<file path="src/design/rsch_ram.sv">
`timescale 1ns / 1ps
// ----------------------------------------------------------------------------
// rsch_ram
// Generic single-write, single-read RAM with registered read data.
// ----------------------------------------------------------------------------
module rsch_ram #(
  parameter int WIDTH = 8,
  parameter int DEPTH = 16
) (
  input  logic                                     clk,
  input  logic                                     we,
  input  logic [((DEPTH > 1) ? $clog2(DEPTH) : 1)-1:0] waddr,
  input  logic [WIDTH-1:0]                         wdata,
  input  logic [((DEPTH > 1) ? $clog2(DEPTH) : 1)-1:0] raddr,
  output logic [WIDTH-1:0]                         rdata
);

  logic [WIDTH-1:0] mem [DEPTH];

  always_ff @(posedge clk) begin
    if (we) begin
      mem[waddr] <= wdata;
    end
    rdata <= mem[raddr];
  end

endmodule

</file>
<file path="config.mk">
export PLATFORM = sky130hd
export DESIGN_NAME = rsch_ram
export DESIGN_NICKNAME = d
export VERILOG_FILES = /design/src/design/rsch_ram.sv
export SDC_FILE = /design/constraint.sdc
export NUM_CORES = 1
export LEC_CHECK = 0
export BUFFER_PORTS_ARGS = -buffer_cell sky130_fd_sc_hd__buf_4
export CORE_UTILIZATION = 39
export CTS_CLUSTER_SIZE = 24
export DETAILED_ROUTE_END_ITERATION = 16
export PLACE_DENSITY = 0.61
export RECOVER_POWER = 100
export SLEW_MARGIN = 20
export SYNTH_ARGS = -nofsm -noshare
export SYNTH_HDL_FRONTEND = slang
export SYNTH_SLANG_ARGS = --single-unit
</file>
<file path="constraint.sdc">
create_clock -name clk -period 5.8 [get_ports clk]
set_input_delay 1.16 -clock clk [delete_from_list [all_inputs] [get_ports clk]]
set_output_delay 1.16 -clock clk [all_outputs]
set_load 0.01 [all_outputs]
</file>
==> Word-level counts from Yosys, hierarchy flattened <==
Memories as Yosys holds them, arrays and structs flattened. A register that Yosys moved wholly into a read port is not among the register bits.
Index checks and enable logic that the tools add are counted.
{ "classes": {"muxes": 2} }
{ "ops": {"columns": ["cell", "count"], "rows": [
  ["two-way mux 1 bit", 2]
]} }
{ "totals": {"reg_bits": 0, "ram_bits": 128, "input_bits": 18, "out_inout_bits": 8, "word_cells": 3, "memories": 1} }
{ "memory_table": {"columns": ["memory", "depth", "word_bits", "rd", "rd_clocked_by_memory_dff", "wr", "line", "rtl"], "rows": [
  ["mem", 16, 8, 1, 1, 1, "18", "logic [WIDTH-1:0] mem [DEPTH];"]
]} }

==> Logic depth before layout (Yosys ltp) <==
Gate-level depths: netlist of the first run.
{ "depth": {"word_depth": 2, "mapped_depth": 5, "depth_no_buf": 3} }

==> Worst setup path before layout of the first run <==
OpenSTA, ideal clock, no wires.
{ "synth_path": {"path_kind": "input to register", "from": "input port waddr[2] (netlist bit)", "to": "memory mem[0][0], enable pin", "setup_ps": 383, "t_arrival_ps": 2270, "required_ps": 5417, "path_slack_ps": 3147, "path_stages": 2, "n_path_buf": 0, "cell_sequence": "or3b_2 nor3_1"} }
{ "synth_rtl": {"columns": ["element", "line", "rtl"], "rows": [
  ["start, declared", "12", "input logic [((DEPTH > 1) ? $clog2(DEPTH) : 1)-1:0] waddr,"],
  ["end, declared", "18", null]
]} }
No word-level cell before the write port.

==> Worst setup path after layout of the first run <==
{ "layout_path": {"from": "input port waddr[2] (netlist bit)", "to": "memory mem[0][1], enable pin"} }
No word-level cell before the write port.

==> results of run 1 <==
metal layers:
layer	track usage, %	part of all wire, %
met3	4.48	7.0
met1	20.9	44
met5	0	0
met2	23.9	49
met4	6.33	0.57
metrics by stage:
stage,area [µm²],cells
after floorplan,5150,229
after detailed placement,5480,418
after CTS,6030,448
final,5950,448
after global placement,5480,418
after global routing,5950,448
area by class of cell:
| cell class | instances | area, µm² |
|---|---|---|
| Fill cell | 1142 | 6770 |
| Clock buffer | 26 | 479 |
| Multi-Input combinational cell | 83 | 1060 |
| Sequential cell | 136 | 4000 |
| Tap cell | 172 | 215 |
| Clock inverter | 4 | 68.8 |
| Timing Repair Buffer | 27 | 128 |
synthesized netlist by cell type (2+ instances only):
| cell | instances | area [µm²] |
|---|---|---|
| dfxtp_1 | 8 | 160 |
| nand3b_1 | 2 | 15.0 |
| a22oi_1 | 16 | 120 |
| nor3_1 | 4 | 20.0 |
| buf_6 | 3 | 33.8 |
| nand2_1 | 9 | 33.8 |
| nand2b_1 | 2 | 12.5 |
| clkdlybuf4s25_2 | 3 | 30.0 |
| buf_2 | 3 | 15.0 |
| edfxtp_1 | 128 | 3840 |
| mux4_2 | 18 | 405 |
| mux4_1 | 14 | 368 |
| nor2_1 | 13 | 48.8 |
worst max-delay path, delay by kind of cell:
kind          cells  cell delay, ns
buf+inv           1            0.10
simple gates      2            1.38
state kept, by name, summed over array words and instances (netlist names):
| name | cells |
|---|---|
| mem | 128 |
| rdata | 8 |
power groups by stage:
stage               Combinational [W]  Sequential, W  Clock [W]
global route                 0.000105        0.00111    0.00106
CTS                          0.000106        0.00111    0.00102
global placement             0.000105        0.00112          0
finish                      0.0000955        0.00111    0.00100
floorplan                   0.0000558        0.00113          0
detailed placement           0.000106        0.00113          0
final timing paths:
path | end | slack, ns | depth (start not counted)
worst max-delay path | mem[0][1] | 3.18 | 3
worst min-delay path | rdata[1] | 0.67 | 3
worst max register to register | rdata[3] | 4.37 | 3
worst min register to register | rdata[1] | 0.67 | 3
cells by family (layout without fill, tap and decap cells):
| logic type | Yosys count | count (layout) | synth area share [%] |
|---|---|---|---|
| muxes | 32 | 32 | 15.0 |
| buffers and inverters | 10 | 57 | 1.68 |
| AOI/OAI and AO/OA | 16 | 16 | 2.33 |
| DFF | 136 | 136 | 77.8 |
| and+or+nand+nor | 35 | 35 | 3.18 |
==> qor.csv, run 1 <==
stage,metric,value,unit
synth,syn_avg_cell_area,22.5,µm²
sta,hold_viol,0,
sta,finalSetupViolCount,0,
clock_tree,cts-hold-fix-buffers,0,
sta,timing.final.crit_share,45.2,%
placed_design,gp_congestion,0.744,
critical_path,endpoint_kind,flop,
sta,fmax,381,MHz
sta,fin_hold_ws,0.667,ns
routing,vias,2328,
routing,viasPerCell,5.20,
floorplan,core_area,12700,µm²
cells_and_area,drive_gt1_share,17.4,%
synth,syn_area,5150,µm²
sta,rsz0062_at_grt,false,
clock_tree,cts_resized,0,
critical_path,start_kind,input pin,
sta,finalMaxSlewViolations,0,
routing,ant_nets,0,
pwr,seqPwrFrac,50.2,%
pwr,p_int,0.00179,W
critical_path,arrival,2.64,ns
critical_path,crit_type,input pin to flop,
cells_and_area,nets,283,
floorplan,start_util,40.5,%
global_route,antenna_found_initial,0,
clock_tree,cts_root_buffer,clkbuf_16,
critical_path,crit_chain,"clkbuf_1, or3b_2, nor3_1",
run_status,status,"finished, final reports clean",
flow_run,drv_cap,0,
synth,ys.flop_type,edfxtp_1,
synth,yosysWarnings,0,
sta,setup_tns,0,ns
pwr,peakVddDrop,0.258,mV
floorplan,fp-row-count,41,
cells_and_area,mostFrequentLayoutCells,"128 x edfxtp_1, 27 x clkbuf_1, 18 x mux4_2",
global_route,grt_remaining_overflow,0,
sta,period_needed,2.62,ns
cells_and_area,areaGrowthSynthToFinish,15.6,%
floorplan,ioPinCount,26,
routing,wl,9420,µm
placed_design,port_buffers,25,
cells_and_area,layout_commonest_cell,edfxtp_1,
pwr,p_sw_share,18.8,%
pwr,p_sw,0.000415,W
synth,async_reset_ff_share,0,%
synth,synthCells,229,
critical_path,path_max_fanout,8,
sta,clock_skew,0.0113,ns
floorplan,die_w,117,µm
clock_tree,cts_buffers,17,
clock_tree,cts_tree,done,
routing,firstDrtPassIters,5,
clock_tree,clk_pin_slew,0.05,ns
sta,worst_slack,3.18,ns
routing,post_drt_wl_per_cell,21.0,µm
critical_path,r2r-start,mem[0][3],
synth,ys_ff_latch,136,
clock_tree,htreeDepth,4,
sta,slew_headroom,2.13,%
critical_path,slowest_stage,nor3_1,
clock_tree,cts_buffer_depth,2,
global_route,grt_max_degree,33,
pwr,combPwrFrac,4.3,%
cells_and_area,fin_util,46.8,%
synth,synth_nets,247,
placed_design,hpwl,5760,µm
pwr,power_frac_clock,45.4,%
floorplan,fp.dieArea,13700,µm²
placed_design,dp_slack,2.73,ns
routing,drc_errors,0,
cells_and_area,diodes,0,
global_route,grt_pass1_wl,14200,µm
sta,worstMarginPinSlew,1.46,ns
global_route,grt_use_total,15.5,%
worst_hold_path,min-delay-path-class,flop to flop,
worst_hold_path,hp-start,mem[14][1],
pwr,power.leakage,1.92,nW
global_route,first_global_vias,2407,
pwr,p_total,0.00220,W
floorplan,die_h,117,µm
synth,ys_types,19,
clock_tree,clock_sinks,136,
synth,synth_seq_area_share,77.8,%
synth,synth_edf_count,128,
clock_tree,post_cts_buffers,0,
critical_path,startpoint,waddr[2],
routing,drtIter0Drc,227,
critical_path,slowest_delay,0.86,ns
clock_tree,worstSkewPairLatency,0.41,ns
critical_path,required,5.82,ns
pwr,powerDensity,370,nW/µm²
Power figures use the tool's default switching activity.
==> run 2: changes to the inputs <==
- PLACE_DENSITY: 0.61 -> 0.63
- clock period: 5.8 -> 2.2 ns (I/O delays scaled with it)
==> qor.csv, run 2 (synthesis results as in run 1) <==
stage,metric,value,unit,change
floorplan,die_w,117,µm,unchanged
clock_tree,post_cts_buffers,0,,unchanged
critical_path,rrSetupSlack,0.85,ns,-3.52 ns
routing,drc_errors,0,,unchanged
critical_path,crit_path_end,mem[0][3],,
routing,drtIter0Drc,249,,+9.7%
sta,rsz0062_at_grt,false,,
clock_tree,cts_tree,done,,
sta,worst_slack,0.464,ns,-2.71 ns
flow_run,drv_cap,0,,unchanged
sta,finalMaxSlewViolations,0,,unchanged
critical_path,slowest_delay,0.55,ns,-0.31 ns
sta,clock_skew,0.00734,ns,-0.00397 ns
sta,fin_hold_ws,0.558,ns,-0.109 ns
pwr,p_int,0.00469,W,+160%
clock_tree,worstSkewPairLatency,0.41,ns,about the same
pwr,p_sw,0.00118,W,+180%
clock_tree,htreeDepth,4,,unchanged
floorplan,ioPinCount,26,,unchanged
sta,fmax,576,MHz,
floorplan,die_h,117,µm,unchanged
placed_design,hpwl,6200,µm,+7.7%
cells_and_area,regMostFlops,mem,,
floorplan,start_util,40.5,%,unchanged
pwr,power.leakage,1.97,nW,+2.9%
critical_path,crit_buf_inv,2,,+1
worst_hold_path,min-delay-path-class,input pin to flop,,
cells_and_area,layout_commonest_cell,edfxtp_1,,
routing,wl_met1,3700,µm,-9.9%
routing,firstDrtPassIters,4,,-1
clock_tree,cts_buffers,17,,unchanged
clock_tree,clock_sinks,136,,unchanged
critical_path,reg2reg_depth,3,,unchanged
placed_design,dp_slack,0.218,ns,-2.51 ns
routing,dr_wl_met2,5130,µm,+12%
critical_path,critPathTopFamily,simple AND/OR/NAND/NOR gates,,
sta,hold_viol,0,,unchanged
placed_design,gp_congestion,0.784,,+5.4%
routing,ant_nets,0,,unchanged
floorplan,fp.dieArea,13700,µm²,unchanged
critical_path,arrival,1.78,ns,-0.86 ns
critical_path,endpoint_kind,flop,,
critical_path,slowest_stage,or3b_2,,
cells_and_area,diodes,0,,unchanged
critical_path,critical_path.most_common_cell,clkbuf_1,,
global_route,grt_remaining_overflow,0,,unchanged
sta,worstMarginPinSlew,0.703,ns,-0.754 ns
cells_and_area,reg_top3,"mem: 128 flops, rdata: 8 flops",,
placed_design,dpl_cell_area,5630,µm²,+2.7%
cells_and_area,areaGrowthSynthToFinish,18.0,%,
global_route,grt_use_total,16.2,%,+0.67 points
clock_tree,cts_buffer_depth,2,,unchanged
clock_tree,clk_pin_slew,0.05,ns,about the same
critical_path,start_kind,input pin,,
cells_and_area,nets,302,,+6.7%
critical_path,crit_type,input pin to flop,,
routing,vias,2437,,+4.7%
cells_and_area,num-fill-cells,1077,,-5.7%
critical_path,cp.depth,4,,+1
critical_path,startpoint,waddr[2],,
pwr,p_sw_share,20.1,%,+1.2 points
pwr,powerDensity,966,nW/µm²,+160%
pwr,seqPwrFrac,49.7,%,-0.5 points
clock_tree,cts_resized,0,,unchanged
run_status,status,"finished, final reports clean",,
placed_design,port_buffers,25,,unchanged
global_route,grt_pass1_wl,14800,µm,+4.3%
pwr,combPwrFrac,4.4,%,about the same
global_route,grt_max_degree,28,,-15%
pwr,power_frac_clock,45.9,%,+0.5 points
critical_path,crit_chain,"clkbuf_1, or3b_2, nor3_1, clkbuf_1",,
floorplan,fp-row-count,41,,unchanged
critical_path,r2r-start,mem[1][0],,
routing,post_drt_wl_per_cell,20.6,µm,-2.0%
sta,timing.final.crit_share,78.9,%,
routing,viasPerCell,5.20,,about the same
critical_path,r2r_end,rdata[0],,
sta,slew_headroom,53.1,%,+51 points
floorplan,core_area,12700,µm²,unchanged
clock_tree,cts_root_buffer,clkbuf_16,,
cells_and_area,final_cell_area,6080,µm²,+2.1%
sta,finalSetupViolCount,0,,unchanged
sta,period_needed,1.74,ns,
routing,top_layer,met5,,
routing,wl,9670,µm,+2.6%
cells_and_area,drive_gt1_share,20.5,%,+3.1 points
clock_tree,cts-hold-fix-buffers,0,,unchanged
sta,setup_tns,0,ns,unchanged
worst_hold_path,whs_path_depth,1,,-2
routing,route.met3.wl,594,µm,-9.7%
critical_path,path_max_fanout,8,,unchanged
critical_path,required,2.24,ns,-3.58 ns
cells_and_area,largest_reg_flops,128,,unchanged
cells_and_area,mostFrequentLayoutCells,"128 x edfxtp_1, 35 x clkbuf_1, 18 x mux4_2",,
pwr,peakVddDrop,0.569,mV,+120%
global_route,first_global_vias,2594,,+7.8%
global_route,antenna_found_initial,1,,+1
==> run 2: worst min path at each step <==
stage,end,slack (ns),startpoint
global placement,rdata[2],0.65,mem[11][2]
detailed placement,rdata[6],0.66,mem[12][6]
CTS,mem[13][1],0.32,wdata[1]
global route,mem[12][7],0.58,wdata[7]
finish,mem[12][1],0.56,wdata[1]
floorplan,mem[0][0],0.54,wdata[0]
==> run 2: worst reg2reg max path, stage by stage (launching register included) <==
cell and delay, ns:
edfxtp_1 0.36, mux4_1 0.50, a22oi_1 0.28, nand2_1 0.09
==> run 2: metal layers <==
layer	track usage, %	vias to the layer above
li1	-	1084
met1	18.9	1256
met2	27.2	74
met3	4.58	21
met4	8.86	2
met5	0	-
==> run 2: through the flow <==
stage	std cells	power [W]	util (%)
CTS	469	0.00594	48.8
floorplan	229	0.00312	-
detailed placement	437	0.00326	44.3
global placement	437	0.00325	44.3
finish	469	0.00587	47.8
global route	469	0.00605	47.8
==> run 2: cell type report <==
type,count,area (µm²),area share [%]
clock inverter,13,129,2.12
timing repair buffer,46,228,3.75
multi-input combinational,83,1060,17.4
sequential,136,4000,65.9
tap,172,215,3.54
clock buffer,19,443,7.29
==> run 2: power by group through the flow <==
| stage | Combinational (W) | Clock, W | Sequential [W] |
|---|---|---|---|
| after global placement | 0.000289 | 0 | 0.00297 |
| final | 0.000260 | 0.00269 | 0.00292 |
| after global routing | 0.000284 | 0.00285 | 0.00292 |
| after detailed placement | 0.000292 | 0 | 0.00297 |
| after CTS | 0.000293 | 0.00273 | 0.00292 |
| after floorplan | 0.000147 | 0 | 0.00297 |
==> run 3: changes to the inputs <==
- ABC_AREA: not set -> 1
- PLACE_DENSITY: 0.63 -> 0.61
- clock period: 2.2 -> 1.7 ns (I/O delays scaled with it)
==> qor.csv, run 3 <==
stage,metric,value,unit,change
run_status,status,"finished, final reports clean",,
floorplan,fp-row-count,44,,+7.3%
synth,synth_top_area_share,66.7,%,-8.0 points
critical_path,crit_type,flop to output port,,
pwr,peakVddDrop,0.761,mV,+34%
synth,async_reset_ff_share,0,%,unchanged
routing,viasPerCell,4.81,,-7.3%
pwr,powerDensity,1160,nW/µm²,+20%
global_route,antenna_found_initial,0,,-1
clock_tree,clk_pin_slew,0.05,ns,about the same
global_route,grt_pass1_wl,20100,µm,+35%
routing,vias,3818,,+57%
synth,synth_edf_count,128,,unchanged
synth,yosysWarnings,0,,unchanged
synth,ys_types,12,,-7
floorplan,die_h,124,µm,+5.7%
routing,drc_errors,0,,unchanged
critical_path,crit_buf_inv,1,,-1
cells_and_area,diodes,0,,unchanged
flow_run,drv_cap,0,,unchanged
synth,ys_ff_latch,136,,unchanged
routing,ant_nets,0,,unchanged
synth,synth.area.top_cells,"edfxtp_1 67%, nand2_1 11%, nand3_1 8.4%, inv_1 6.5%, dfxtp_1 2.8%",,
critical_path,slowest_delay,0.40,ns,-0.15 ns
cells_and_area,nets,614,,+100%
worst_hold_path,min-delay-path-class,input pin to flop,,
floorplan,start_util,39.8,%,-0.63 points
sta,finalMaxSlewViolations,0,,unchanged
sta,setup_tns,0,ns,unchanged
global_route,grt_remaining_overflow,0,,unchanged
routing,top_layer,met4,,
synth,ys.flop_type,edfxtp_1,,
synth,synthCells,551,,+140%
cells_and_area,drive_gt1_share,7.06,%,-13 points
clock_tree,post_cts_buffers,0,,unchanged
clock_tree,cts_buffers,17,,unchanged
global_route,grt_max_degree,65,,+130%
placed_design,dpl_cell_area,6240,µm²,+11%
sta,timing.final.crit_share,78.4,%,
clock_tree,clock_sinks,136,,unchanged
clock_tree,cts-hold-fix-buffers,0,,unchanged
clock_tree,cts_buffer_depth,2,,unchanged
clock_tree,worstSkewPairLatency,0.41,ns,about the same
clock_tree,cts_tree,done,,
synth,syn_avg_cell_area,10.5,µm²,-53%
routing,firstDrtPassIters,7,,+3
critical_path,critPathTopFamily,flip-flops,,
global_route,grt_use_total,18.8,%,+2.6 points
sta,rsz0062_at_grt,false,,
floorplan,fp.dieArea,15300,µm²,+12%
sta,worst_slack,0.368,ns,-0.0962 ns
clock_tree,cts_root_buffer,clkbuf_16,,
cells_and_area,areaGrowthSynthToFinish,15.9,%,
critical_path,endpoint_kind,output port,,
routing,route.met3.wl,613,µm,+3.2%
cells_and_area,final_cell_area,6680,µm²,+10%
placed_design,dp_slack,0.267,ns,+0.0488 ns
floorplan,core_area,14500,µm²,+14%
critical_path,arrival,0.99,ns,-0.79 ns
pwr,power.leakage,2.82,nW,+43%
placed_design,gp_congestion,0.864,,+10%
sta,clock_skew,0.00528,ns,-0.00206 ns
cells_and_area,mostFrequentLayoutCells,"173 x nand2_1, 128 x edfxtp_1, 100 x inv_1",,
cells_and_area,reg_top3,"mem: 128 flops, rdata: 8 flops",,
synth,yosys.cell_count.top_type,nand2_1,,
routing,post_drt_wl_per_cell,16.1,µm,-22%
placed_design,port_buffers,25,,unchanged
routing,wl_met1,5720,µm,+55%
critical_path,slowest_stage,dfxtp_1,,
synth,syn_area,5770,µm²,+12%
sta,worstMarginPinSlew,0.929,ns,+0.226 ns
cells_and_area,largest_reg_flops,128,,unchanged
global_route,first_global_vias,3779,,+46%
synth,synth_top_area_cell,edfxtp_1,,
critical_path,required,1.36,ns,-0.88 ns
floorplan,die_w,124,µm,+5.7%
critical_path,crit_chain,clkbuf_1,,
synth,synth_seq_area_share,69.4,%,-8.4 points
clock_tree,cts_resized,0,,unchanged
sta,slew_headroom,38.0,%,-15 points
sta,finalSetupViolCount,0,,unchanged
routing,drtIter0Drc,358,,+44%
floorplan,ioPinCount,26,,unchanged
routing,wl,12800,µm,+32%
placed_design,hpwl,7990,µm,+29%
critical_path,start_kind,flop,,
sta,period_needed,1.33,ns,
synth,synth_nets,569,,+130%
cells_and_area,num-fill-cells,1312,,+22%
sta,fmax,751,MHz,
routing,dr_wl_met2,6150,µm,+20%
sta,hold_viol,0,,unchanged
synth,synthTopCellsByCount,"173 x nand2_1, 128 x edfxtp_1, 100 x inv_1",,
clock_tree,htreeDepth,4,,unchanged
critical_path,path_max_fanout,1,,-7
cells_and_area,regMostFlops,mem,,
cells_and_area,layout_commonest_cell,nand2_1,,
==> run 3: cell count changes after synthesis, moves of 4 or more <==
cell     change
inv_1      +100
nor2_1       +4
buf_2       +10
nand3_1     +96
a22oi_1     -16
nor3_1       -4
nand2_1    +164
mux4_1      -14
mux4_2      -18
==> run 3: cell type report <==
cell class | count | area [µm²] | area share (%)
inverters | 102 | 383 | 5.73
flip-flops and latches | 136 | 4000 | 59.9
well taps | 184 | 230 | 3.45
clock inverters | 3 | 40.0 | 0.599
repair buffers | 50 | 282 | 4.21
clock buffers | 29 | 531 | 7.94
multi-input cells | 289 | 1210 | 18.2
==> run 3: report_power, final <==
part	total, W	internal, W	switching (W)
Sequential	0.00378	0.00375	0.0000244
Combinational	0.000461	0.000135	0.000326
Clock	0.00349	0.00224	0.00125
Total	0.00773	0.00613	0.00160
==> run 3: kinds of logic after synthesis <==
logic type | Yosys count | synth area share [%]
buffers and inverters | 126 | 9.52
and+or+nand+nor | 289 | 21.0
DFF | 136 | 69.4
==> run 3: layer usage <==
layer / track usage, % / up-vias
met5: 0 / -
met4: 9.64 / 0
met3: 3.75 / 24
met2: 30.3 / 102
met1: 24.0 / 1834
li1: - / 1858
==> run 3: through the flow <==
stage          utilization (%)  std cells  total power [W]  hold WS [ns]
2_1_floorplan                -        551          0.00411         0.439
5_1_grt                   46.2        793          0.00798         0.236
3_5_place_dp              43.1        761          0.00434         0.651
3_3_place_gp              43.1        761          0.00433         0.644
4_1_cts                   47.1        793          0.00782         0.225
6_report                  46.2        793          0.00773         0.249
==> run 3: path summary, 6_finish.rpt <==
| kind | startpoint | end | slack, ns | cells after the start |
|---|---|---|---|---|
| min | raddr[3] | rdata[0] | 0.25 | 3 |
| min reg2reg | mem[10][0] | rdata[0] | 0.66 | 6 |
| max | rdata[7] | rdata[7] | 0.37 | 1 |
| max reg2reg | mem[4][5] | rdata[5] | 0.65 | 6 |
