==> src/design/rsch_pkg.sv <==
`timescale 1ns / 1ps
// ----------------------------------------------------------------------------
// rsch_pkg
// Shared types and constants for the ray / sphere closest-hit block.
// ----------------------------------------------------------------------------
package rsch_pkg;

  // sphere table word: {radius, cz, cy, cx}
  localparam int ENTRY_W = 127;

  // accumulator of the shared multiply-add unit
  localparam int ACC_W = 106;

  localparam logic [17:0] ONE_Q16   = 18'd65536;
  localparam logic [30:0] DIST_SAT  = 31'h7fff_ffff;

  // sequencer step bounds
  localparam logic [5:0] CALC_LAST = 6'd11;
  localparam logic [5:0] SQ_LAST   = 6'd50;
  localparam logic [5:0] FIN_LAST  = 6'd21;
  localparam logic [5:0] DV_FIRST  = 6'd4;
  localparam logic [5:0] DV_LAST   = 6'd20;
  localparam logic [1:0] AXIS_LAST = 2'd2;

  typedef enum logic [3:0] {
    ST_IDLE,
    ST_RD,
    ST_LD,
    ST_CALC,
    ST_CHK,
    ST_SQ,
    ST_PICK,
    ST_END,
    ST_FIN,
    ST_OUT
  } state_t;

  typedef enum logic [4:0] {
    OP_NOP,
    OP_CAST,
    OP_LOAD,
    OP_H0,
    OP_H1,
    OP_H2,
    OP_OC0,
    OP_OC1,
    OP_OC2,
    OP_R2,
    OP_A0,
    OP_A1,
    OP_A2,
    OP_A3,
    OP_A4,
    OP_SQ,
    OP_PICK,
    OP_P0,
    OP_P1,
    OP_HIT,
    OP_DV0,
    OP_DV,
    OP_NRM,
    OP_OUT
  } op_t;

  typedef struct packed {
    op_t        op;
    logic [1:0] axis;
  } ctrl_t;

  typedef struct packed {
    logic rad_zero;
    logic delta_neg;
    logic best_valid;
  } status_t;

endpackage

==> src/design/rsch_seq.sv <==
`timescale 1ns / 1ps
// ----------------------------------------------------------------------------
// rsch_seq
// Sequencer: walks the tested slots, steps the shared units and finishes
// with the hit point and normal, one axis at a time.
// ----------------------------------------------------------------------------
module rsch_seq import rsch_pkg::*; #(
  parameter int MAX_SPHERES = 16,
  parameter int AW = 4
) (
  input  logic          clk,
  input  logic          rst_n,
  input  logic          start,
  input  logic          in_mode,
  input  logic [4:0]    count,
  input  status_t       status,
  output ctrl_t         ctrl,
  output logic [AW-1:0] idx,
  output logic          busy
);

  localparam logic [8:0] MAX9 = 9'(MAX_SPHERES);

  state_t        state_r, state_nxt;
  logic [5:0]    step_r, step_nxt;
  logic [1:0]    axis_r, axis_nxt;
  logic [AW-1:0] idx_r, idx_nxt;
  logic [AW-1:0] last_r, last_nxt;
  logic [8:0]    n9;
  logic          adv;

  always_comb begin
    n9 = (count == 5'd0) ? 9'd1 : {4'b0, count};
    if (n9 > MAX9) begin
      n9 = MAX9;
    end
  end

  function automatic op_t calc_op(input logic [5:0] s);
    op_t o;
    unique case (s)
      6'd0:    o = OP_H0;
      6'd1:    o = OP_H1;
      6'd2:    o = OP_H2;
      6'd3:    o = OP_OC0;
      6'd4:    o = OP_OC1;
      6'd5:    o = OP_OC2;
      6'd6:    o = OP_R2;
      6'd7:    o = OP_A0;
      6'd8:    o = OP_A1;
      6'd9:    o = OP_A2;
      6'd10:   o = OP_A3;
      6'd11:   o = OP_A4;
      default: o = OP_NOP;
    endcase
    return o;
  endfunction

  function automatic op_t fin_op(input logic [5:0] s);
    op_t o;
    if (s == 6'd0) begin
      o = OP_P0;
    end else if (s == 6'd1) begin
      o = OP_P1;
    end else if (s == 6'd2) begin
      o = OP_HIT;
    end else if (s == 6'd3) begin
      o = OP_DV0;
    end else if (s >= DV_FIRST && s <= DV_LAST) begin
      o = OP_DV;
    end else begin
      o = OP_NRM;
    end
    return o;
  endfunction

  always_ff @(posedge clk) begin
    if (!rst_n) begin
      state_r <= ST_IDLE;
      step_r  <= '0;
      axis_r  <= '0;
      idx_r   <= '0;
      last_r  <= '0;
    end else begin
      state_r <= state_nxt;
      step_r  <= step_nxt;
      axis_r  <= axis_nxt;
      idx_r   <= idx_nxt;
      last_r  <= last_nxt;
    end
  end

  always_comb begin
    state_nxt = state_r;
    step_nxt  = step_r;
    axis_nxt  = axis_r;
    idx_nxt   = idx_r;
    last_nxt  = last_r;
    ctrl.op   = OP_NOP;
    ctrl.axis = axis_r;
    adv       = 1'b0;
    unique case (state_r)
      ST_IDLE: begin
        if (start && in_mode) begin
          ctrl.op   = OP_CAST;
          idx_nxt   = '0;
          last_nxt  = AW'(n9 - 9'd1);
          state_nxt = ST_RD;
        end
      end
      ST_RD: state_nxt = ST_LD;
      ST_LD: begin
        ctrl.op   = OP_LOAD;
        step_nxt  = '0;
        state_nxt = ST_CALC;
      end
      ST_CALC: begin
        if (step_r == 6'd0 && status.rad_zero) begin
          adv = 1'b1;
        end else begin
          ctrl.op = calc_op(step_r);
          if (step_r == CALC_LAST) begin
            state_nxt = ST_CHK;
          end else begin
            step_nxt = step_r + 6'd1;
          end
        end
      end
      ST_CHK: begin
        if (status.delta_neg) begin
          adv = 1'b1;
        end else begin
          step_nxt  = '0;
          state_nxt = ST_SQ;
        end
      end
      ST_SQ: begin
        ctrl.op = OP_SQ;
        if (step_r == SQ_LAST) begin
          state_nxt = ST_PICK;
        end else begin
          step_nxt = step_r + 6'd1;
        end
      end
      ST_PICK: begin
        ctrl.op = OP_PICK;
        adv     = 1'b1;
      end
      ST_END: begin
        step_nxt  = '0;
        axis_nxt  = '0;
        state_nxt = status.best_valid ? ST_FIN : ST_OUT;
      end
      ST_FIN: begin
        ctrl.op = fin_op(step_r);
        if (step_r == FIN_LAST) begin
          step_nxt = '0;
          if (axis_r == AXIS_LAST) begin
            state_nxt = ST_OUT;
          end else begin
            axis_nxt = axis_r + 2'd1;
          end
        end else begin
          step_nxt = step_r + 6'd1;
        end
      end
      ST_OUT: begin
        ctrl.op   = OP_OUT;
        state_nxt = ST_IDLE;
      end
      default: state_nxt = ST_IDLE;
    endcase
    if (adv) begin
      if (idx_r == last_r) begin
        state_nxt = ST_END;
      end else begin
        idx_nxt   = idx_r + AW'(1);
        state_nxt = ST_RD;
      end
    end
  end

  assign idx  = idx_r;
  assign busy = (state_r != ST_IDLE);

endmodule

==> config.mk <==
export PLATFORM = sky130hd
export DESIGN_NAME = rsch_seq
export DESIGN_NICKNAME = d
export VERILOG_FILES = /design/src/design/rsch_pkg.sv /design/src/design/rsch_seq.sv
export SDC_FILE = /design/constraint.sdc
export NUM_CORES = 1
export LEC_CHECK = 0
export BUFFER_PORTS_ARGS = -buffer_cell sky130_fd_sc_hd__buf_4
export CORE_UTILIZATION = 35
export DETAILED_ROUTE_END_ITERATION = 7
export GPL_TIMING_DRIVEN = 0
export SKIP_LAST_GASP = 1
export SLEW_MARGIN = 30
export SYNTH_ARGS = -nofsm -noshare
export SYNTH_HDL_FRONTEND = slang
export SYNTH_SLANG_ARGS = --single-unit
==> constraint.sdc <==
create_clock -name clk -period 2.5 [get_ports clk]
set_input_delay 0.125 -clock clk [delete_from_list [all_inputs] [get_ports clk]]
set_output_delay 0.125 -clock clk [all_outputs]
set_load 0.005 [all_outputs]
* After elaboration in Yosys (flattened, before gate mapping) *
Memories as Yosys holds them, arrays and structs flattened. A register that Yosys moved wholly into a read port is not among the register bits.
Cells that the tools add are included.

cells by class
  add/subtract/negate cells = 4
  order comparisons = 3
  eq/ne operators = 31
  multiplexer cells = 40
  reduce and logical (&&, ||, !) cells = 15

operator list
  cell                   number
  $mux W4                15
  $pmux W4 S9            1
  $pmux W5 S7            1
  $mux W6                5
  $pmux W6 S5            1
  $ne A3 B3 Y1 const B   7
  $eq A4 B3 Y1 const B   4
  $mux W5                3
  $ne A2 B2 Y1 const B   7
  $eq A6 B2 Y1 const B   2
  $mux W3                4
  $eq A4 B2 Y1 const B   2
  $eq A4 B4 Y1 const B   2
  $mux W2                4
  $reduce_and A8 Y1      1
  $add A6 B1 Y6 const B  1
  $eq A6 B1 Y1 const B   1
  $eq A6 B4 Y1 const B   1
  $eq A6 B5 Y1 const B   1
  $eq A6 B6 Y1 const B   1
  $ge A6 B3 Y1 const B   1
  $le A6 B5 Y1 const B   1
  $logic_not A6 Y1       1
  $gt A5 B5 Y1 const B   1
  other kinds (20)       25

storage, ports and cells
  register bits after elaboration = 20
  memory bits (read-only) = 64
  input port bits = 12
  output and inout bits = 12
  memories = 1

memory list
  memory            words  width  read ports  clocked after memory_dff  write ports  line            source
  (name not given)  16     4      1           1                         0            rsch_seq.sv:41  unique case (s)

* Logic depth before layout (Yosys ltp) *
Gate-level depths: netlist of run 1.

  word-level depth = 8
  depth in mapped cells = 10
  depth with buffers taken out = 10

* Least setup slack after synthesis of run 1 *
Ideal clock, no wire load.

  path kind = reg-to-reg
  start point = register step_r[0]
  end point = register (tool-made name)
  library setup time = 0.072 ns
  data arrival time = 2.421 ns
  slack = 0.007 ns
  cell stages (with the launch flop) = 11
  buffers on the path = 0
  cell sequence = dfxtp_1 > ha_1 > and4bb_2 > a31oi_1 > a211oi_2 > nand2b_1 > mux2i_1 > or2_1 > ha_1 > nand3b_1 > mux2i_1

RTL lines
  element                   line            source
  start: declaration        rsch_seq.sv:25  logic [5:0] step_r, step_nxt;
  start signal: assignment  rsch_seq.sv:86  step_r <= step_nxt;

==> results.md, run 1 <==
* Status: complete, no violations
* CTS tree: done
* Lkg Pwr at ~0.0009 uW
* Top FF cell, synth: dfxtp_1
* Setup TNS at 0 ps
* Cells after synthesis at 218
* Core outline area at 4817 sq um
* Number of synthesized flops with an enable pin at 0
* DR WL/cell at 14.36 um
* CTS Buf Count at 3
* Number of diodes at 0
* Initial Util at approximately 37%
* Final Setup Violations at 0
* Yosys reg bits at 24
* Seq/Total Area, Yosys at a little over a quarter
* Gr ovfl total at 0
* Post-detailed-route DRC marker count at 0
* Worst skew pair latency at 270 ps
* Routed Antenna Nets at 0
* Sink Count at 24
* Worst R2R Path Depth at 10
* First-pass GRT wire length at approximately 7.8 mm
* CP arrival at 2580 ps
* Initial antenna violation count at 0
* Max-Cap Viols at 0
* Yosys warning count at 0
* FMAX at 0.4188 GHz
* Minimum clock period at roughly 2400 ps
* CP cell instances: ha_4, and4bb_2, a31oi_2, a211oi_4, nand2b_4, mux2i_4, or2_1, ha_1, nand3b_1, mux2i_1
* CP max FO at 6
* Post-CTS Hold Fix Bufs at 0
* DR vias/cell at between 5 and 6
* Clk buf depth at 2
* Worst hold path cell count at 3
* Slew HR at just under 60%
* Mapped cell area at roughly 1800 sq um
* Die area at roughly 5400 sq um
* Worst min path class: input pin to register
* Largest net degree at the start of global routing at 15
* Synth unique cells at 60
* Clock root buffer: clkbuf_8
* Finished Core Util at 47.92%
* Synth async-reset ratio at 0%
* Final Cycle Share at a little over nine tenths
* Critical path class: register to register
* Final Hold Fails at 0
* PwrDens at about 830 nW/um^2
* Max-slew violations at 0
* Clock Skews at approximately 7.7 ps
* Nets at between 200 and 300
* Layout cells sized above 1 at between 20% and 30%
* 1st-pass router iterations at 7
* Initial DRC Count at around 120
* Vias in the first global route at roughly 1600
* CTS H-tree depth at 1
* Row Count at 25
* Slew @ Worst Pin at approximately 610 ps
* Critical path's largest stage delay at about 380 ps
* Mean Syn Cell Area at a little over 8 sq um
* Total track usage at a little under a fifth
* Worst path required time at roughly 2700 ps
* Number of top-level pins at 24
* Die W at roughly 73 um
* PortBufs at 23
* RePlAce Congestion at 0.8864
* Setup crit start kind: register
* Endpoint class of the critical path: register
* Syn-to-layout area delta at 29.84%
* Synth Net Count at between 200 and 250
* Post-DP HPWL at approximately 3.4 mm
* Clk slew on worst S/H paths at 90 ps
* Detailed-route wire length at between 4 and 5 mm
* CP max stage cell: dfxtp_4
* Max VDD drop at ~0.34 mV
* Via count of the routed design at between 1500 and 2000
* Die height at between 70 and 80 um
## report_power, final
group / leakage [uW] / switching, uW / internal, uW / total (uW)
logic: 0.000675 / 550 / 473 / 1020
registers: 0.000198 / 84.0 / 454 / 538
clock network: 0.0000357 / 132 / 214 / 347
total: 0.000908 / 767 / 1140 / 1910
## worst max-delay path: cells and delay by family, from the launching register on
family | cells | cell delay [ps]
mux | 2 | 370
simple gates | 4 | 810
fa+ha+maj | 2 | 460
compound gates | 2 | 290
flops | 1 | 380
## through the flow
| step | hold WS, ps | instances | total power [uW] | worst slack, ps | area [sq um] |
|---|---|---|---|---|---|
| final | 138.1 | 320 | 1908 | 112.2 | 2308 |
| after global routing | 171.4 | 320 | 2040 | -22.85 | 2308 |
| after CTS | 137.3 | 314 | 1822 | 3.406 | 2200 |
| after detailed placement | 414.0 | 308 | 1353 | -583.6 | 2034 |
| after global placement | 413.9 | 308 | 1347 | -525.0 | 2034 |
| after floorplan | 237.6 | 218 | 1115 | 7.431 | 1778 |
## metal layers
layer / wire length (um) / vias to the layer above / track usage (%) / part of all wire [%]
li1: - / 864 / - / -
met1: 2286 / 802 / 27.15 / 50
met2: 2084 / 50 / 29.42 / 45
met3: 141 / 9 / 2.195 / 3.1
met5: 0 / - / 0 / 0
met4: 84 / 0 / 5.882 / 1.8
## path summary, 6_finish.rpt
check	slack, ps	startpoint	end
worst min-delay path	140	count[4]	last_r[3]
worst max register to register	110	step_r[0]	register
worst max-delay path	110	step_r[0]	register
worst min register to register	520	last_r[1]	last_r[1]
## cells in the final DEF, fill, tap and decap left out, drive strengths merged, types with 2 or more instances in the layout
| cell type | synthesis | routed |
|---|---|---|
| and4bb | 4 | 4 |
| clkbuf | 3 | 10 |
| ha | 9 | 9 |
| or3b | 2 | 2 |
| nor4 | 6 | 6 |
| or2 | 2 | 2 |
| a211oi | 4 | 4 |
| nand2 | 22 | 22 |
| nor2b | 6 | 6 |
| buf | 7 | 34 |
| nor2 | 21 | 21 |
| dfxtp | 24 | 24 |
| inv | 11 | 11 |
| a31oi | 5 | 5 |
| o21ai | 6 | 6 |
| nand4 | 3 | 3 |
| o31ai | 4 | 4 |
| mux2i | 9 | 9 |
| or4 | 2 | 2 |
| a21oi | 14 | 14 |
| xor2 | 5 | 5 |
| and2 | 4 | 4 |
| or3 | 2 | 2 |
| nand3 | 8 | 8 |
| nand2b | 2 | 2 |
| nor3 | 4 | 4 |
| nand3b | 3 | 3 |
| mux2 | 2 | 2 |
| xnor2 | 5 | 5 |
## cells in the mapped netlist, drive strengths merged (6+ instances only)
cell	n	share of area, %
ha	9	6.3
inv	11	2.3
nor2	21	4.4
dfxtp	24	27
mux2i	9	5.1
nand3	8	2.3
a21oi	14	4.2
nand2	22	4.8
nor4	6	2.5
o21ai	6	1.7
nor2b	6	2.1
buf	7	1.9
## area by class of cell
class | instances | area [sq um]
Timing Repair Buffer | 31 | 236.5
Multi-Input combinational cell | 173 | 1321
Inverter | 11 | 41.29
Buffer | 10 | 62.56
Clock buffer | 3 | 41.29
Tap cell | 67 | 83.83
Clock inverter | 1 | 30.03
Fill cell | 503 | 2509
Sequential cell | 24 | 491.7
## what timing repair did
| item | 4_1_cts | 5_1_grt |
|---|---|---|
| setup endpoints to repair | 4 | 4 |
| resized for setup | 16 | 21 |
| buffers inserted | 2 | 6 |
| pin swaps | 2 | 4 |
## logic make-up (layout without fill, tap and decap cells)
group,count (synthesis),after routing,share of synthesized area [%]
AOI/OAI and AO/OA,49,49,20.62
and+or+nand+nor,94,94,29.91
adders and majority gates,9,9,6.334
muxes,11,11,6.334
DFF,24,24,27.02
buffers and inverters,21,56,4.856
xor gates and xnor gates,10,10,4.926
Power figures use the tool's default switching activity.
==> inputs of run 2 (changes only) <==
--- a/config.mk
+++ b/config.mk
@@ -6,11 +6,12 @@
 export NUM_CORES = 1
 export LEC_CHECK = 0
 export BUFFER_PORTS_ARGS = -buffer_cell sky130_fd_sc_hd__buf_4
-export CORE_UTILIZATION = 35
+export CORE_UTILIZATION = 24
+export CTS_CLUSTER_SIZE = 30
 export DETAILED_ROUTE_END_ITERATION = 7
 export GPL_TIMING_DRIVEN = 0
 export SKIP_LAST_GASP = 1
-export SLEW_MARGIN = 30
+export SLEW_MARGIN = 20
 export SYNTH_ARGS = -nofsm -noshare
 export SYNTH_HDL_FRONTEND = slang
 export SYNTH_SLANG_ARGS = --single-unit
==> run 2 against run 1 <==
Combinational power about the same. Cell area fell by 0.87%. Largest power group unchanged. Fmax shrank 2.5%. Sequential power hardly changed. Flip-flop and latch count unchanged. Largest cell class unchanged. Register-to-register slack lost 60 ps.
==> results.md, run 2 (synthesis gave the netlist of run 1 again) <==
* RSZ-0062 raised after global routing: true
* Non-Filler Instances at 349 (+9.1%)
* Max VDD drop at 0.2659 mV (-21%)
* FMAX at 0.4084 GHz (-2.5%)
* PortBufs at 23 (unchanged)
* Commonest non-fill, non-tap cell in the layout: buf_4
* Final Hold Fails at 0 (unchanged)
* Initial DRC Count at 108 (-7.7%)
* Number of diodes at 0 (unchanged)
* DR WL/cell at 12.97 um (-9.7%)
* DR vias/cell at 4.797 (-11%)
* Post-DP HPWL at 3.465 mm (+2.1%)
* Critical path class: register to register
* First-pass GRT wire length at 7.596 mm (-2.2%)
* Via count of the routed design at 1674 (-3.0%)
* CTS H-tree depth at 1 (unchanged)
* Largest net degree at the start of global routing at 14 (-1)
* Core outline area at 7214 sq um (+50%)
* Slew HR at 58.98% (about the same)
* Vias in the first global route at 1540 (-3.6%)
* Clock Skews at 1.829 ps (-5.843 ps)
* Lkg Pwr at 0.0008808 uW (-3.0%)
* Max-slew violations at 0 (unchanged)
* Status: complete, no violations
* Final Setup Violations at 0 (unchanged)
* Die W at 88.07 um (+20%)
* Initial Util at 24.64% (-12 points)
* Clk buf depth at 2 (unchanged)
* Post-detailed-route DRC marker count at 0 (unchanged)
* Die area at 7756 sq um (+44%)
* Detailed-route wire length at 4.528 mm (-1.5%)
* Worst skew pair latency at 270 ps (about the same)
* Tot Pwr at 1797 uW (-5.8%)
* Number of top-level pins at 24 (unchanged)
* Sink Count at 24 (unchanged)
* CP arrival at 2650 ps (+70 ps)
* Gr ovfl total at 0 (unchanged)
* Total track usage at 12.52% (-6.4 points)
* Dpl cell area at 2074 sq um (+2.0%)
* Minimum clock period at 2449 ps (+60.82 ps)
* Max-Cap Viols at 0 (unchanged)
* Syn-to-layout area delta at 28.71%
* Setup TNS at 0 ps (unchanged)
* Most frequent cells in the layout: buf_4, nor2_1, nand2_1
* Worst min path class: input pin to register
* Fillers at 794 (+58%)
* 1st-pass router iterations at 4 (-3)
* Final Cycle Share at 97.94% (+2.4 points)
* Initial antenna violation count at 0 (unchanged)
* Final Instance Area at 2288 sq um (-0.87%)
* CTS tree: done
* RePlAce Congestion at 0.8182 (-7.7%)
* Layout cells sized above 1 at 24.80% (-2.9 points)
* Routed Antenna Nets at 0 (unchanged)
* CP max FO at 6 (unchanged)
* Nets at 272 (-1.1%)
* Post-CTS Hold Fix Bufs at 0 (unchanged)
* Setup crit start kind: register
* Clock root buffer: clkbuf_8
* CTS Buf Count at 3 (unchanged)
* Endpoint class of the critical path: register
* Worst path required time at 2700 ps (about the same)
* Clk slew on worst S/H paths at 90 ps (about the same)
* Die height at 88.07 um (+20%)
* Cell count after placement at 340 (+10%)
* Finished Core Util at 31.72% (-16 points)
* PwrDens at 785.4 nW/um^2 (-5.0%)
* Row Count at 31 (+24%)
* Slew @ Worst Pin at 609.7 ps (+0.006318 ps)
run 2: changes by cell type in the layout (fill, tap and decap cells not counted), sizes merged:
cell,previous run,this run
clkbuf,10,8
bufinv,1,0
run 2: stage by stage:
stage	worst slack (ps)	hold WS, ps
final	51.39	131.0
after global routing	-151.8	136.6
after CTS	1.254	133.6
after detailed placement	-608.5	412.7
after global placement	-528.2	414.3
after floorplan	7.431	237.6
run 2: what timing repair did:
item	4_1_cts	5_1_grt
gates resized for setup	16	14
pin swaps	2	3
setup buffers	3	2
endpoints found under the setup margin	4	3
run 2: path summary, 6_finish.rpt:
| kind | from | to | slack (ps) | cells past startpoint |
|---|---|---|---|---|
| worst max-delay path | step_r[0] | register | 50 | 10 |
| worst min-delay path | rst_n | register | 130 | 2 |
| worst max register to register | step_r[0] | register | 50 | 10 |
| worst min register to register | last_r[2] | last_r[2] | 520 | 2 |
run 2: worst max-delay path, cell delays in order (launching register included):
cell and delay [ps]:
dfxtp_4 380, ha_4 180, and4bb_2 240, a31oi_1 270, a211oi_4 80, nand2b_4 190, mux2i_4 200, or2_1 230
ha_1 280, nand3b_1 150, mux2i_1 170
run 2: layout make-up:
cell class	count	area [sq um]	area share, %
timing repair buffer	28	214.0	9.349
buffer	10	55.05	2.406
tap	99	123.9	5.413
sequential	24	490.5	21.43
multi-input combinational	173	1309	57.19
inverter	11	41.29	1.804
clock buffer	4	55.05	2.406
run 2: layer usage:
metal / global-route usage, % / wire length [um]
met1: 17.52 / 2178
met2: 19.80 / 2044
met3: 1.414 / 232
met4: 4.545 / 72
met5: 0 / 0
run 2: power by group:
group          switching (uW)  internal [uW]
sequential               83.1            454
clock                     129            141
combinational             536            454
==> inputs of run 3 (changes only) <==
==> constraint.sdc (replaced) <==
create_clock -name clk -period 2.5 [get_ports clk]
set_input_delay 0.5 -clock clk [delete_from_list [all_inputs] [get_ports clk]]
set_output_delay 0.5 -clock clk [all_outputs]
set_load 0.005 [all_outputs]
==> run 3 against run 2 <==
Total power rose by 12%. Global-route usage unchanged. Utilization rose by 2.9 points. Sequential power grew 2%. Critical path depth decreased by 3. Critical path type is now register to primary output.
==> results.md, run 3 (synthesis gave the netlist of run 1 again) <==
* Worst setup margin at 65.71 ps (+14.32 ps)
* RePlAce Congestion at 0.8182 (unchanged)
* Post-DP HPWL at 3.465 mm (unchanged)
* Detailed-route wire length at 4.947 mm (+9.3%)
* CTS tree: done
* Hold_ws at 512.0 ps (+381.1 ps)
* Die height at 88.07 um (unchanged)
* Total track usage at 12.52% (unchanged)
* Clk slew on worst S/H paths at 90 ps (about the same)
* Worst skew pair latency at 270 ps (about the same)
* Cell count after placement at 340 (unchanged)
* Endpoint class of the critical path: primary output
* Largest net degree at the start of global routing at 14 (unchanged)
* Routed Antenna Nets at 0 (unchanged)
* CP arrival at 1930 ps (-720 ps)
* Non-Filler Instances at 360 (+3.2%)
* Row Count at 31 (unchanged)
* Clock Skews at 0.9412 ps (-0.8880 ps)
* Lkg Pwr at 0.0009643 uW (+9.5%)
* DR vias/cell at 4.856 (+1.2%)
* Slew @ Worst Pin at 609.2 ps (-0.4902 ps)
* Worst min path class: input pin to register
* Final Setup Violations at 0 (unchanged)
* Gr ovfl total at 0 (unchanged)
* Initial Util at 24.64% (unchanged)
* Post-detailed-route DRC marker count at 0 (unchanged)
* Initial antenna violation count at 0 (unchanged)
* DR WL/cell at 13.74 um (+5.9%)
* FMAX at 0.4108 GHz (+0.59%)
* Number of diodes at 0 (unchanged)
* Status: complete, no violations
* Clk buf depth at 2 (unchanged)
* Clock root buffer: clkbuf_8
* CTS Buf Count at 3 (unchanged)
* Post-CTS Hold Fix Bufs at 0 (unchanged)
* Setup crit start kind: register
* Commonest non-fill, non-tap cell in the layout: buf_4
* CP max FO at 5 (-1)
* Worst path required time at 2000 ps (-700 ps)
* Critical path class: register to primary output
* Pre-CTS WS at -608.5 ps (unchanged)
* PortBufs at 23 (unchanged)
* Max VDD drop at 0.2792 mV (+5.0%)
* PwrDens at 807.5 nW/um^2 (+2.8%)
* Max-slew violations at 0 (unchanged)
* Final Hold Fails at 0 (unchanged)
* 1st-pass router iterations at 4 (unchanged)
* First-pass GRT wire length at 7.596 mm (unchanged)
* CTS H-tree depth at 1 (unchanged)
* Most frequent cells in the layout: buf_4, nor2_1, nand2_1
* Setup TNS at 0 ps (unchanged)
* Die area at 7756 sq um (unchanged)
* Number of top-level pins at 24 (unchanged)
* Die W at 88.07 um (unchanged)
* Max-Cap Viols at 0 (unchanged)
* Final Cycle Share at 97.37% (-0.57 points)
* Minimum clock period at 2434 ps (-14.32 ps)
* Vias in the first global route at 1534 (-0.39%)
* Fillers at 760 (-4.3%)
* Sink Count at 24 (unchanged)
* RSZ-0062 raised after global routing: true
* Via count of the routed design at 1748 (+4.4%)
* Dpl cell area at 2074 sq um (unchanged)
* Initial DRC Count at 133 (+23%)
* Final Instance Area at 2499 sq um (+9.2%)
* Core outline area at 7214 sq um (unchanged)
* Register-to-register setup slack at 140 ps (+90 ps)
* Slew HR at 59.01% (about the same)
* Layout cells sized above 1 at 34.87% (+10 points)
* Syn-to-layout area delta at 40.54%
* Nets at 283 (+4.0%)
## run 3: layer usage
metal,track usage (%),wire [um]
met5,0,0
met4,4.545,102
met3,1.414,223
met2,19.66,2284
met1,17.63,2336
## run 3: power by group
part | leakage (uW) | total (uW) | internal, uW | switching (uW)
Combinational | 0.000736 | 1190 | 582 | 612
Sequential | 0.000200 | 550 | 461 | 89.4
Clock | 0.0000288 | 273 | 141 | 132
Total | 0.000964 | 2020 | 1180 | 833
## run 3: area by class of cell
| cell class | instances | area (sq um) | share of cell area [%] |
|---|---|---|---|
| plain buffers | 10 | 77.57 | 3.105 |
| clock buffers | 4 | 55.05 | 2.203 |
| inverters | 11 | 41.29 | 1.652 |
| multi-input cells | 173 | 1391 | 55.68 |
| flip-flops and latches | 24 | 500.5 | 20.03 |
| well taps | 99 | 123.9 | 4.957 |
| repair buffers | 39 | 309.0 | 12.37 |
## run 3: per-stage QoR
stage | total power (uW) | util [%]
4_1_cts | 1785 | 31.11
5_1_grt | 2163 | 34.63
3_5_place_dp | 1362 | 28.75
6_report | 2018 | 34.63
3_3_place_gp | 1344 | 28.75
2_1_floorplan | 1115 | -
## run 3: final timing paths
kind,cells past startpoint,end,from
max,7,ctrl[3],step_r[1]
min,3,last_r[3],count[4]
max reg2reg,11,register,step_r[0]
min reg2reg,2,last_r[2],last_r[2]
## run 3: repair_timing
item,4_1_cts,5_1_grt
resized for setup,23,43
pin swaps,3,9
setup buffers,3,13
endpoints found under the setup margin,7,4
## run 3: critical path: stages, from the launching register on
cell       delay, ps
dfxtp_4          400
inv_1            100
ha_1             260
o21ai_1          190
o41ai_1          120
o31ai_2          230
o2111ai_1        180
buf_4            170
